===== src/design/dbp_pkg.sv =====
// ----------------------------------------------------------------------------
// dbp_pkg
// Shared widths, register indexes, reset values and pipeline control type
// for the depth-to-point back-projection block.
// ----------------------------------------------------------------------------
package dbp_pkg;

	// field widths
	localparam int DEPTH_W    = 16;
	localparam int Z_W        = 15;
	localparam int INV_W      = 24;
	localparam int CTR_W      = 20;
	localparam int POINT_W    = 32;
	localparam int CFG_IDX_W  = 3;
	localparam int CFG_DATA_W = 24;

	// number of pipeline stages
	localparam int NSTG = 5;

	// register indexes
	localparam logic [CFG_IDX_W-1:0] IDX_INV_FOCAL_X = 3'd0;
	localparam logic [CFG_IDX_W-1:0] IDX_INV_FOCAL_Y = 3'd1;
	localparam logic [CFG_IDX_W-1:0] IDX_CENTER_X    = 3'd2;
	localparam logic [CFG_IDX_W-1:0] IDX_CENTER_Y    = 3'd3;
	localparam logic [CFG_IDX_W-1:0] IDX_MAX_DEPTH   = 3'd4;

	// register reset values
	localparam logic [INV_W-1:0] RST_INV_FOCAL = 24'd29177;
	localparam logic [CTR_W-1:0] RST_CENTER_X  = 20'd81920;
	localparam logic [CTR_W-1:0] RST_CENTER_Y  = 20'd61440;
	localparam logic [Z_W-1:0]   RST_MAX_DEPTH = 15'd32767;

	// saturation limits
	localparam logic [POINT_W-1:0] POINT_MAX = 32'h7FFF_FFFF;
	localparam logic [POINT_W-1:0] POINT_MIN = 32'h8000_0000;

	// per-stage load enables, bit k loads stage k+1
	typedef struct packed {
		logic [NSTG-1:0] en;
	} pipe_ctl_t;

endpackage


===== src/design/dbp_ctrl.sv =====
// ----------------------------------------------------------------------------
// dbp_ctrl
// Valid bits and per-stage load enables of the projection pipeline. A stage
// loads when it is empty or when the stage after it loads, so bubbles
// collapse under a stall and nothing is lost or repeated.
// ----------------------------------------------------------------------------
module dbp_ctrl (
	input  logic              clk,
	input  logic              arst_n,
	input  logic              in_valid,
	output logic              in_ready,
	output logic              out_valid,
	input  logic              out_ready,
	output dbp_pkg::pipe_ctl_t ctl
);
	import dbp_pkg::*;

	logic [NSTG-1:0] vld_q;
	logic [NSTG-1:0] en;

	// enable chain from the output back to the input
	always_comb begin
		en[NSTG-1] = !vld_q[NSTG-1] || out_ready;
		for (int k = NSTG - 2; k >= 0; k--) begin
			en[k] = !vld_q[k] || en[k+1];
		end
	end

	// valid bits travel with the data
	always_ff @(posedge clk or negedge arst_n) begin
		if (!arst_n) begin
			vld_q <= '0;
		end else begin
			if (en[0]) vld_q[0] <= in_valid;
			for (int k = 1; k < NSTG; k++) begin
				if (en[k]) vld_q[k] <= vld_q[k-1];
			end
		end
	end

	assign ctl.en    = en;
	assign in_ready  = en[0];
	assign out_valid = vld_q[NSTG-1];
endmodule


===== config.mk =====
export PLATFORM = sky130hd
export DESIGN_NAME = dbp_ctrl
export DESIGN_NICKNAME = d
export VERILOG_FILES = /design/src/design/dbp_pkg.sv /design/src/design/dbp_ctrl.sv
export SDC_FILE = /design/constraint.sdc
export NUM_CORES = 1
export LEC_CHECK = 0
export ABC_CLOCK_PERIOD_IN_PS = 1800
export BUFFER_PORTS_ARGS = -buffer_cell sky130_fd_sc_hd__buf_2
export CAP_MARGIN = 30
export CORE_AREA = 5 5 42 44
export CTS_CLUSTER_SIZE = 8
export DETAILED_ROUTE_END_ITERATION = 7
export DIE_AREA = 0 0 47 49
export GPL_TIMING_DRIVEN = 0
export HOLD_SLACK_MARGIN = 0.1
export PLACE_DENSITY_LB_ADDON = 0.08
export SYNTH_ARGS = -nofsm -noshare
export SYNTH_HDL_FRONTEND = slang
export SYNTH_SLANG_ARGS = --single-unit
export TNS_END_PERCENT = 1

===== constraint.sdc =====
create_clock -name clk -period 1.8 [get_ports clk]
set_input_delay 0.09 -clock clk [delete_from_list [all_inputs] [get_ports clk]]
set_output_delay 0.09 -clock clk [all_outputs]
set_load 0.1 [all_outputs]

==> out/results.tsv <==
metric	value	unit
initial_core_util	0.154	
synthCells	18	
postCtsSetupRepairBufs	0	
wl_met1	202	um
drive_above_1_share	0.500	
clockBufferDepth	2	
cts_tree	built	
largest_reg_flops	5	
critPathLaunchType	flip-flop	
antenna_found_initial	0	
synth_area_leaders	dfrtp_1 58%, nand2b_1 8.7%, buf_6 5.2%, and4b_1 4.7%, a31o_1 4.1%	
ant_nets	0	
grt_max_degree	7	
status	finished clean	
final_common_cell	buf_2	
overflow	0	
fin_skew	0.00217	ns
hold_viol_final	0	
worst_skew_pair.late_latency	0.23	ns
fin_hold_ws	0.172	ns
topRoutingLayerUsed	met3	
drv_slew	0	
antenna_cells	0	
worstMarginPinSlew	0.488	ns
final-setup-viol-count	0	
drc	0	
clk_pin_slew	0.04	ns
synth_top_area_cell	dfrtp_1	
pre_cts_ws	0.339	ns
dr_wl_met3	65	um
drv_cap	0	
cp_max_fo	6	
cts_made_buffers	3	
h-tree-depth	1	
portBuffers	10	
required	1.71	ns
gp_congestion	0.652	
ys_seq_elements	5	
cp.arrival	1.62	ns
layout_common_cells	10 x buf_2, 4 x dfrtp_1, 3 x nand2b_1, 3 x clkbuf_4, 2 x dlygate4sd3_1	
fin_nets	39	
firstDrtPassIters	1	
crit_type	flip-flop to output port	
cts.sinks	5	
syn_to_final_growth	61.6	%
final.fill_count	157	
fp-row-count	14	
setup_slack	0.0922	ns
ios	11	
syn_area_per_cell	12.0	um2
netlist-cell-type-count	12	
synth_area	215	um2
ir_worst_vdd	0.570	mV
wl	457	um
fin_total_pwr	447	uW
top_regs	vld_q (5)	
core-area	1400	um2
die_y	49	um
ys_seq_area_frac	0.581	
cts-root-buf	clkbuf_4	
dieArea	2300	um2
period_needed	1.71	ns
route.detailed.wl_per_inst	9.14	um
num_vias	178	
seqCellArea	129	um2
fin_area	348	um2
wl_met2	189	um
grt_setup_unrepaired	false	
grt_pass1_vias	184	
fin_crit_sh	0.949	
placed_area	302	um2
routed_via_density	3.56	
fmax	586	MHz
slew_headroom	0.677	
p_per_area	1290	nW/um2
largest_register	vld_q	
setup_tns	0	ns
p_leak	0.000150	uW
grt_pass1_wl	717	um
hp-class	input port to flip-flop	
synth_top_area_share	0.581	
track_usage	0.0461	
die_w	47	um
end_kind	output port	
synth_nets	22	
ys.warnings.count	0	
multi_input_area	80.1	um2
drt_iter0_markers	0	
cell type report:
type,instances,area share
buffer,2,0.0540
clock buffer,4,0.0755
inverter,1,0.0108
multi-input combinational,10,0.230
sequential,5,0.371
tap,16,0.0576
timing repair buffer,12,0.201
synth_stat cells, drive strengths merged:
| library cell | instances |
|---|---|
| nand3 | 1 |
| nand2 | 1 |
| nand3b | 1 |
| nand2b | 3 |
| inv | 1 |
| and4b | 1 |
| dfrtp | 5 |
| a31o | 1 |
| buf | 2 |
| or2 | 1 |
| a21o | 1 |
power breakdown:
| group | leakage [uW] | total [uW] | internal, uW | switching [uW] |
|---|---|---|---|---|
| clock | 0.0000150 | 125 | 83.5 | 41.1 |
| sequential | 0.0000526 | 139 | 127 | 11.9 |
| combinational | 0.0000826 | 183 | 37.8 | 146 |
layer usage:
metal / vias to the layer above / track usage
met5: - / 0
met4: 0 / 0
met3: 0 / 0.0554
met2: 8 / 0.0633
met1: 78 / 0.0493
li1: 92 / -
critical path: stages (launching register included):
cell and delay (ns):
dfrtp_4 0.48, and4b_1 0.20, buf_6 0.13, nand3_4 0.07, buf_4 0.09, buf_2 0.41
cells by family (layout without fill, tap and decap cells):
group,count (synthesis),in the layout,share of synthesized area
AND/OR/NAND/NOR,8,8,0.238
flip-flops,5,5,0.581
AO/OA/AOI/OAI,2,2,0.0756
buffers and inverters,3,19,0.105
per-stage QoR:
stage / instances / util
floorplan: 18 / -
global placement: 44 / 0.215
detailed placement: 44 / 0.215
CTS: 50 / 0.248
global route: 50 / 0.248
finish: 50 / 0.248
repair_timing:
action                                  CTS  global route
hold endpoints to repair                  6             0
endpoints found under the setup margin    0             0
gates resized for setup                   0             0
hold buffers                              2             0
worst paths after layout:
path | slack [ns] | from | depth (start not counted) | end
min in group asynchronous | 0.20 | arst_n | 2 | vld_q[3]
min | 0.17 | out_ready | 3 | vld_q[3]
max reg2reg | 0.68 | vld_q[4] | 3 | vld_q[0]
max in group asynchronous | 1.46 | arst_n | 2 | vld_q[4]
max | 0.09 | vld_q[4] | 5 | ctl[0]
min reg2reg | 0.46 | vld_q[2] | 1 | vld_q[3]
Power figures use the tool's default switching activity.
