==> src/design/dbp_pkg.sv <==
// ----------------------------------------------------------------------------
// dbp_pkg
// Shared widths, register indexes, reset values and pipeline control type
// for the depth-to-point back-projection block.
// ----------------------------------------------------------------------------
package dbp_pkg;

	// field widths
	localparam int DEPTH_W    = 16;
	localparam int Z_W        = 15;
	localparam int INV_W      = 24;
	localparam int CTR_W      = 20;
	localparam int POINT_W    = 32;
	localparam int CFG_IDX_W  = 3;
	localparam int CFG_DATA_W = 24;

	// number of pipeline stages
	localparam int NSTG = 5;

	// register indexes
	localparam logic [CFG_IDX_W-1:0] IDX_INV_FOCAL_X = 3'd0;
	localparam logic [CFG_IDX_W-1:0] IDX_INV_FOCAL_Y = 3'd1;
	localparam logic [CFG_IDX_W-1:0] IDX_CENTER_X    = 3'd2;
	localparam logic [CFG_IDX_W-1:0] IDX_CENTER_Y    = 3'd3;
	localparam logic [CFG_IDX_W-1:0] IDX_MAX_DEPTH   = 3'd4;

	// register reset values
	localparam logic [INV_W-1:0] RST_INV_FOCAL = 24'd29177;
	localparam logic [CTR_W-1:0] RST_CENTER_X  = 20'd81920;
	localparam logic [CTR_W-1:0] RST_CENTER_Y  = 20'd61440;
	localparam logic [Z_W-1:0]   RST_MAX_DEPTH = 15'd32767;

	// saturation limits
	localparam logic [POINT_W-1:0] POINT_MAX = 32'h7FFF_FFFF;
	localparam logic [POINT_W-1:0] POINT_MIN = 32'h8000_0000;

	// per-stage load enables, bit k loads stage k+1
	typedef struct packed {
		logic [NSTG-1:0] en;
	} pipe_ctl_t;

endpackage

==> src/design/dbp_axis.sv <==
// ----------------------------------------------------------------------------
// dbp_axis
// One axis of the back-projection: offset from the principal point, depth
// times offset, times inverse focal length in two partial products, round to
// nearest with ties away from zero, then saturate to 32 bits signed Q.8.
// ----------------------------------------------------------------------------
module dbp_axis #(
	parameter int COORD_BITS = 12
) (
	input  logic                          clk,
	input  dbp_pkg::pipe_ctl_t            ctl,
	input  logic [dbp_pkg::Z_W-1:0]       depth,
	input  logic [COORD_BITS-1:0]         coord,
	input  logic [dbp_pkg::CTR_W-1:0]     center,
	input  logic [dbp_pkg::INV_W-1:0]     inv,
	output logic [dbp_pkg::POINT_W-1:0]   res
);
	import dbp_pkg::*;

	localparam int POS_W  = COORD_BITS + 8;
	localparam int DIFF_W = (POS_W > CTR_W) ? POS_W : CTR_W;
	localparam int PROD_W = Z_W + DIFF_W;
	localparam int LO_W   = PROD_W / 2;
	localparam int HI_W   = PROD_W - LO_W;
	localparam int MAG_W  = PROD_W + INV_W + 1;
	localparam int Q_W    = MAG_W - INV_W;
	localparam logic [MAG_W-1:0] RND = MAG_W'(1) << (INV_W - 1);

	logic [DIFF_W-1:0]     pos;
	logic [DIFF_W-1:0]     ctr;
	logic [MAG_W-1:0]      mag;
	logic                  big;

	logic                  neg_s1, neg_s2, neg_s3, neg_s4;
	logic [DIFF_W-1:0]     diff_s1;
	logic [Z_W-1:0]        d_s1;
	logic [PROD_W-1:0]     prod_s2;
	logic [LO_W+INV_W-1:0] lo_s3;
	logic [HI_W+INV_W-1:0] hi_s3;
	logic [Q_W-1:0]        q_s4;
	logic [POINT_W-1:0]    res_s5;

	// stage 1: signed offset as sign and magnitude
	assign pos = DIFF_W'({coord, 8'd0});
	assign ctr = DIFF_W'(center);

	always_ff @(posedge clk) begin
		if (ctl.en[0]) begin
			neg_s1  <= ctr > pos;
			diff_s1 <= (ctr > pos) ? (ctr - pos) : (pos - ctr);
			d_s1    <= depth;
		end
	end

	// stage 2: depth times offset
	always_ff @(posedge clk) begin
		if (ctl.en[1]) begin
			neg_s2  <= neg_s1;
			prod_s2 <= PROD_W'(d_s1) * PROD_W'(diff_s1);
		end
	end

	// stage 3: split product times inverse focal length
	always_ff @(posedge clk) begin
		if (ctl.en[2]) begin
			neg_s3 <= neg_s2;
			lo_s3  <= (LO_W+INV_W)'(prod_s2[LO_W-1:0]) * (LO_W+INV_W)'(inv);
			hi_s3  <= (HI_W+INV_W)'(prod_s2[PROD_W-1:LO_W]) * (HI_W+INV_W)'(inv);
		end
	end

	// stage 4: recombine, add half an lsb, drop the fraction
	assign mag = (MAG_W'(hi_s3) << LO_W) + MAG_W'(lo_s3) + RND;

	always_ff @(posedge clk) begin
		if (ctl.en[3]) begin
			neg_s4 <= neg_s3;
			q_s4   <= mag[MAG_W-1:INV_W];
		end
	end

	// stage 5: apply sign and saturate
	assign big = |q_s4[Q_W-1:POINT_W-1];

	always_ff @(posedge clk) begin
		if (ctl.en[4]) begin
			if (neg_s4) begin
				res_s5 <= big ? POINT_MIN : (~q_s4[POINT_W-1:0] + POINT_W'(1));
			end else begin
				res_s5 <= big ? POINT_MAX : q_s4[POINT_W-1:0];
			end
		end
	end

	assign res = res_s5;
endmodule

==> config.mk <==
export PLATFORM = sky130hd
export DESIGN_NAME = dbp_axis
export DESIGN_NICKNAME = d
export VERILOG_FILES = /design/src/design/dbp_pkg.sv /design/src/design/dbp_axis.sv
export SDC_FILE = /design/constraint.sdc
export NUM_CORES = 2
export LEC_CHECK = 0
export BUFFER_PORTS_ARGS = -buffer_cell sky130_fd_sc_hd__buf_2
export CAP_MARGIN = 20
export CORE_MARGIN = 3
export CORE_UTILIZATION = 60
export DETAILED_ROUTE_END_ITERATION = 12
export PLACE_DENSITY_LB_ADDON = 0.15
export RECOVER_POWER = 100
export SETUP_SLACK_MARGIN = 0.05
export SYNTH_ARGS = -nofsm -noshare
export SYNTH_HDL_FRONTEND = slang
export SYNTH_SLANG_ARGS = --single-unit
==> constraint.sdc <==
create_clock -name clk -period 6.9 [get_ports clk]
set_input_delay 1.38 -clock clk [delete_from_list [all_inputs] [get_ports clk]]
set_output_delay 1.38 -clock clk [all_outputs]
set_load 0.02 [all_outputs]
==> impl_results.md <==
* Clock Tree Root: clkbuf_16
* Grt peak-use layer: met2
* GR Util met1 at 37.98%
* Synth Instances at 4931
* Critical path peak fanout at 8
* Arrival time worst endpoint at 7160 ps
* Maxcap violations at 8
* Top post-synthesis cells by count: inv_1, fa_1, nand2_1
* Clock sink count at 208
* Clk_skew at 21.09 ps
* Dpl hpwl at 90.71 mm
* Die W at 282.4 µm
* Failing checks: max-capacitance violations, max-slew violations
* Number of buffers created by CTS at 27
* Register-to-Register Path Depth at 19
* Sequential area share after synthesis at 13.63%
* Rows at 100
* Clock tree buffer depth at 3
* RD Place Congestion at 0.8882
* Share of cells above drive strength 1 at 10.94%
* Die area at 0.07976 mm²
* Final period util at 99.25%
* Design Area, Final at 0.05118 mm²
* Final Hold Vio Count at 0
* Multi-input gate area at 0.03505 mm²
* Unrepaired setup endpoints after global routing: yes
* Port Buffers at 108
* CTS H-tree depth at 1
* CP Capture Type: flip-flop
* Hold Crit Endpoint: neg_s2
* Vias in the first global route at 35720
* Largest net degree at the start of global routing at 68
* Nets at 6576
* DP Area at 0.04959 mm²
* Post-Syn Area per Cell at 9.297 µm²
* Relative slew slack at -145.1%
* GRT overflow at 0
* DRC Markers at 0
* Gr usage total at 28.12%
* Initial antenna violation count at 2
* Sequential cell area at 0.006246 mm²
* Vias at 33270
* M3 GR Usage at 4.308%
* Post-route setup TNS at 0 ps
* Worst-Margin Slew at 3676 ps
* Avg WL per Cell at 17.48 µm
* Critical Path Source Type: flip-flop
* Ys Warns at 0
* Yosys reg bits at 208
* Clock-pin slew on the worst setup and hold paths at 60 ps
* WHS Path Cells at 0
* Crit Reg-Reg Endpoint: prod_s2[27]
* Max Fclk at 0.1460 GHz
* Top cell type by total area after synthesis: fa_1
* Min-delay src: neg_s1
* RR Startpoint: d_s1[0]
* R2R Setup Slk at 50 ps
* Final ANT Viol Nets at 0
* Number of fill cells at 5946
* Starting Density at 61.06%
* Final Slew Violations at 291
* Critical Path RT at 7210 ps
* Worst hold path class: reg -> reg
* Most numerous cell in the Yosys netlist: inv_1
* GRT met2 Usage at 47.66%
* CTS tree: done
* Yosys cell types at 84
* Worst-Skew Late Latency at 580 ps
* Post-synth EDFFs at 208
* Most used DFF post-synth: edfxtp_1
* Layout area overhead at 11.64%
* PnR worst setup slack at 51.82 ps
* Core ar. at 0.07507 mm²
* Top cell type's share of synthesized area at 39.83%
* Asr flop ratio synth at 0%
* Post-Syn Area at 0.04584 mm²
* Status: finished, violations left
* Syn_nets at 6318
* Ranking of synthesized cells by area: fa_1, edfxtp_1, ha_1, inv_1, and2_1
* Total iterations of the first detailed-routing run at 6
* Post-route minimum period at 6848 ps
* I/O Pins at 109
* Final setup violation count at 0
* Worst Setup SP: d_s1[0]
* Initial DRC Count at 1937
* First-pass GRT wire length at 179.7 mm
* Vias per inst at 5.385
* Die height at 282.4 µm
* Number of diodes at 0
* Final WL at 108.0 mm
* Crit Path Category: reg -> reg
* Place WS at -844.0 ps
==> cell type report <==
cell class | count | area share [%]
well taps | 969 | 2.369
clock buffers | 34 | 1.372
flip-flops and latches | 208 | 12.20
clock inverters | 15 | 0.4107
inverters | 1129 | 8.281
multi-input cells | 3370 | 68.50
repair buffers | 453 | 6.867
==> timing repair <==
action                                  in CTS  in global routing
endpoints found under the setup margin      19                 35
resized for setup                           16                122
buffers inserted                             0                 21
hold buffers                                 0                  0
pin swaps                                    2                 60
cloned                                       0                  5
==> placed cells by master (no fill, tap or decap), types with 11 or more instances in the layout <==
master     Yosys  layout
inv_1       1129    1123
fa_1         912     899
nand2_1      764     753
and2_1       468     448
ha_1         398     381
buf_4          0     309
edfxtp_1     208     208
nor2_1       110     106
a21oi_1      105      96
xnor2_1       84      82
xor2_1        61      61
a21o_1        60      60
o21ai_0       63      60
clkbuf_1     220      53
buf_2          1      48
nor3_1        42      40
clkbuf_16      0      32
nand3_1       32      28
nand4_1       18      18
o21a_1        18      18
buf_12         0      18
and3_1        22      17
a31oi_1       15      15
ha_4           0      15
nor2b_1       14      14
fa_2           0      13
buf_6          2      13
nand2b_1      12      12
or3_1         11      11
==> logic make-up after synthesis <==
kind of cell    Yosys count  synth area share, %
simple gates           1534                16.21
buf+inv                1353                11.11
fa+ha+maj              1310                50.69
compound gates          370                5.347
flops                   208                13.63
xor+xnor                145                2.770
mux                      11               0.2457
==> worst max-delay path, stage by stage (launching register included) <==
cell	delay, ps
edfxtp_1	450
buf_4	170
buf_4	150
and2_1	150
fa_1	520
fa_1	540
fa_1	550
inv_1	70
fa_1	550
inv_1	50
fa_1	490
fa_1	410
ha_1	350
and3_1	190
a221oi_1	620
o31ai_1	260
a2111oi_1	590
o21bai_1	150
a21oi_1	210
xnor2_1	90
==> how the worst max path moves through the flow <==
| stage | slack (ps) | cells after the start | endpoint |
|---|---|---|---|
| after floorplan | 10 | 24 | lo_s3[26] |
| after global placement | -810 | 22 | hi_s3[30] |
| after detailed placement | -840 | 22 | hi_s3[30] |
| after CTS | 50 | 23 | hi_s3[37] |
| after global routing | -120 | 25 | hi_s3[35] |
| final | 50 | 19 | prod_s2[27] |
==> state kept, by name, summed over array words and instances (netlist names), 15 cells and up <==
name	count
res	32
diff_s1	20
lo_s3	24
prod_s2	35
q_s4	36
d_s1	15
hi_s3	42
==> layer usage <==
layer,up-vias,part of all wire [%]
met5,-,0.017
li1,15360,-
met2,1075,48
met4,2,3.5
met3,209,7.1
met1,16620,41
==> through the flow <==
| stage | utilization [%] | instances | hold slack (ps) |
|---|---|---|---|
| 2_1_floorplan | - | 4931 | 400.3 |
| 3_3_place_gp | 66.06 | 6104 | 475.7 |
| 3_5_place_dp | 66.06 | 6104 | 470.8 |
| 4_1_cts | 67.36 | 6153 | 480.5 |
| 5_1_grt | 68.17 | 6178 | 492.0 |
| 6_report | 68.17 | 6178 | 495.1 |
Power is left out: the tool's default activity adds up to more than one toggle a clock period on the data nets, which glitch-free logic cannot reach.
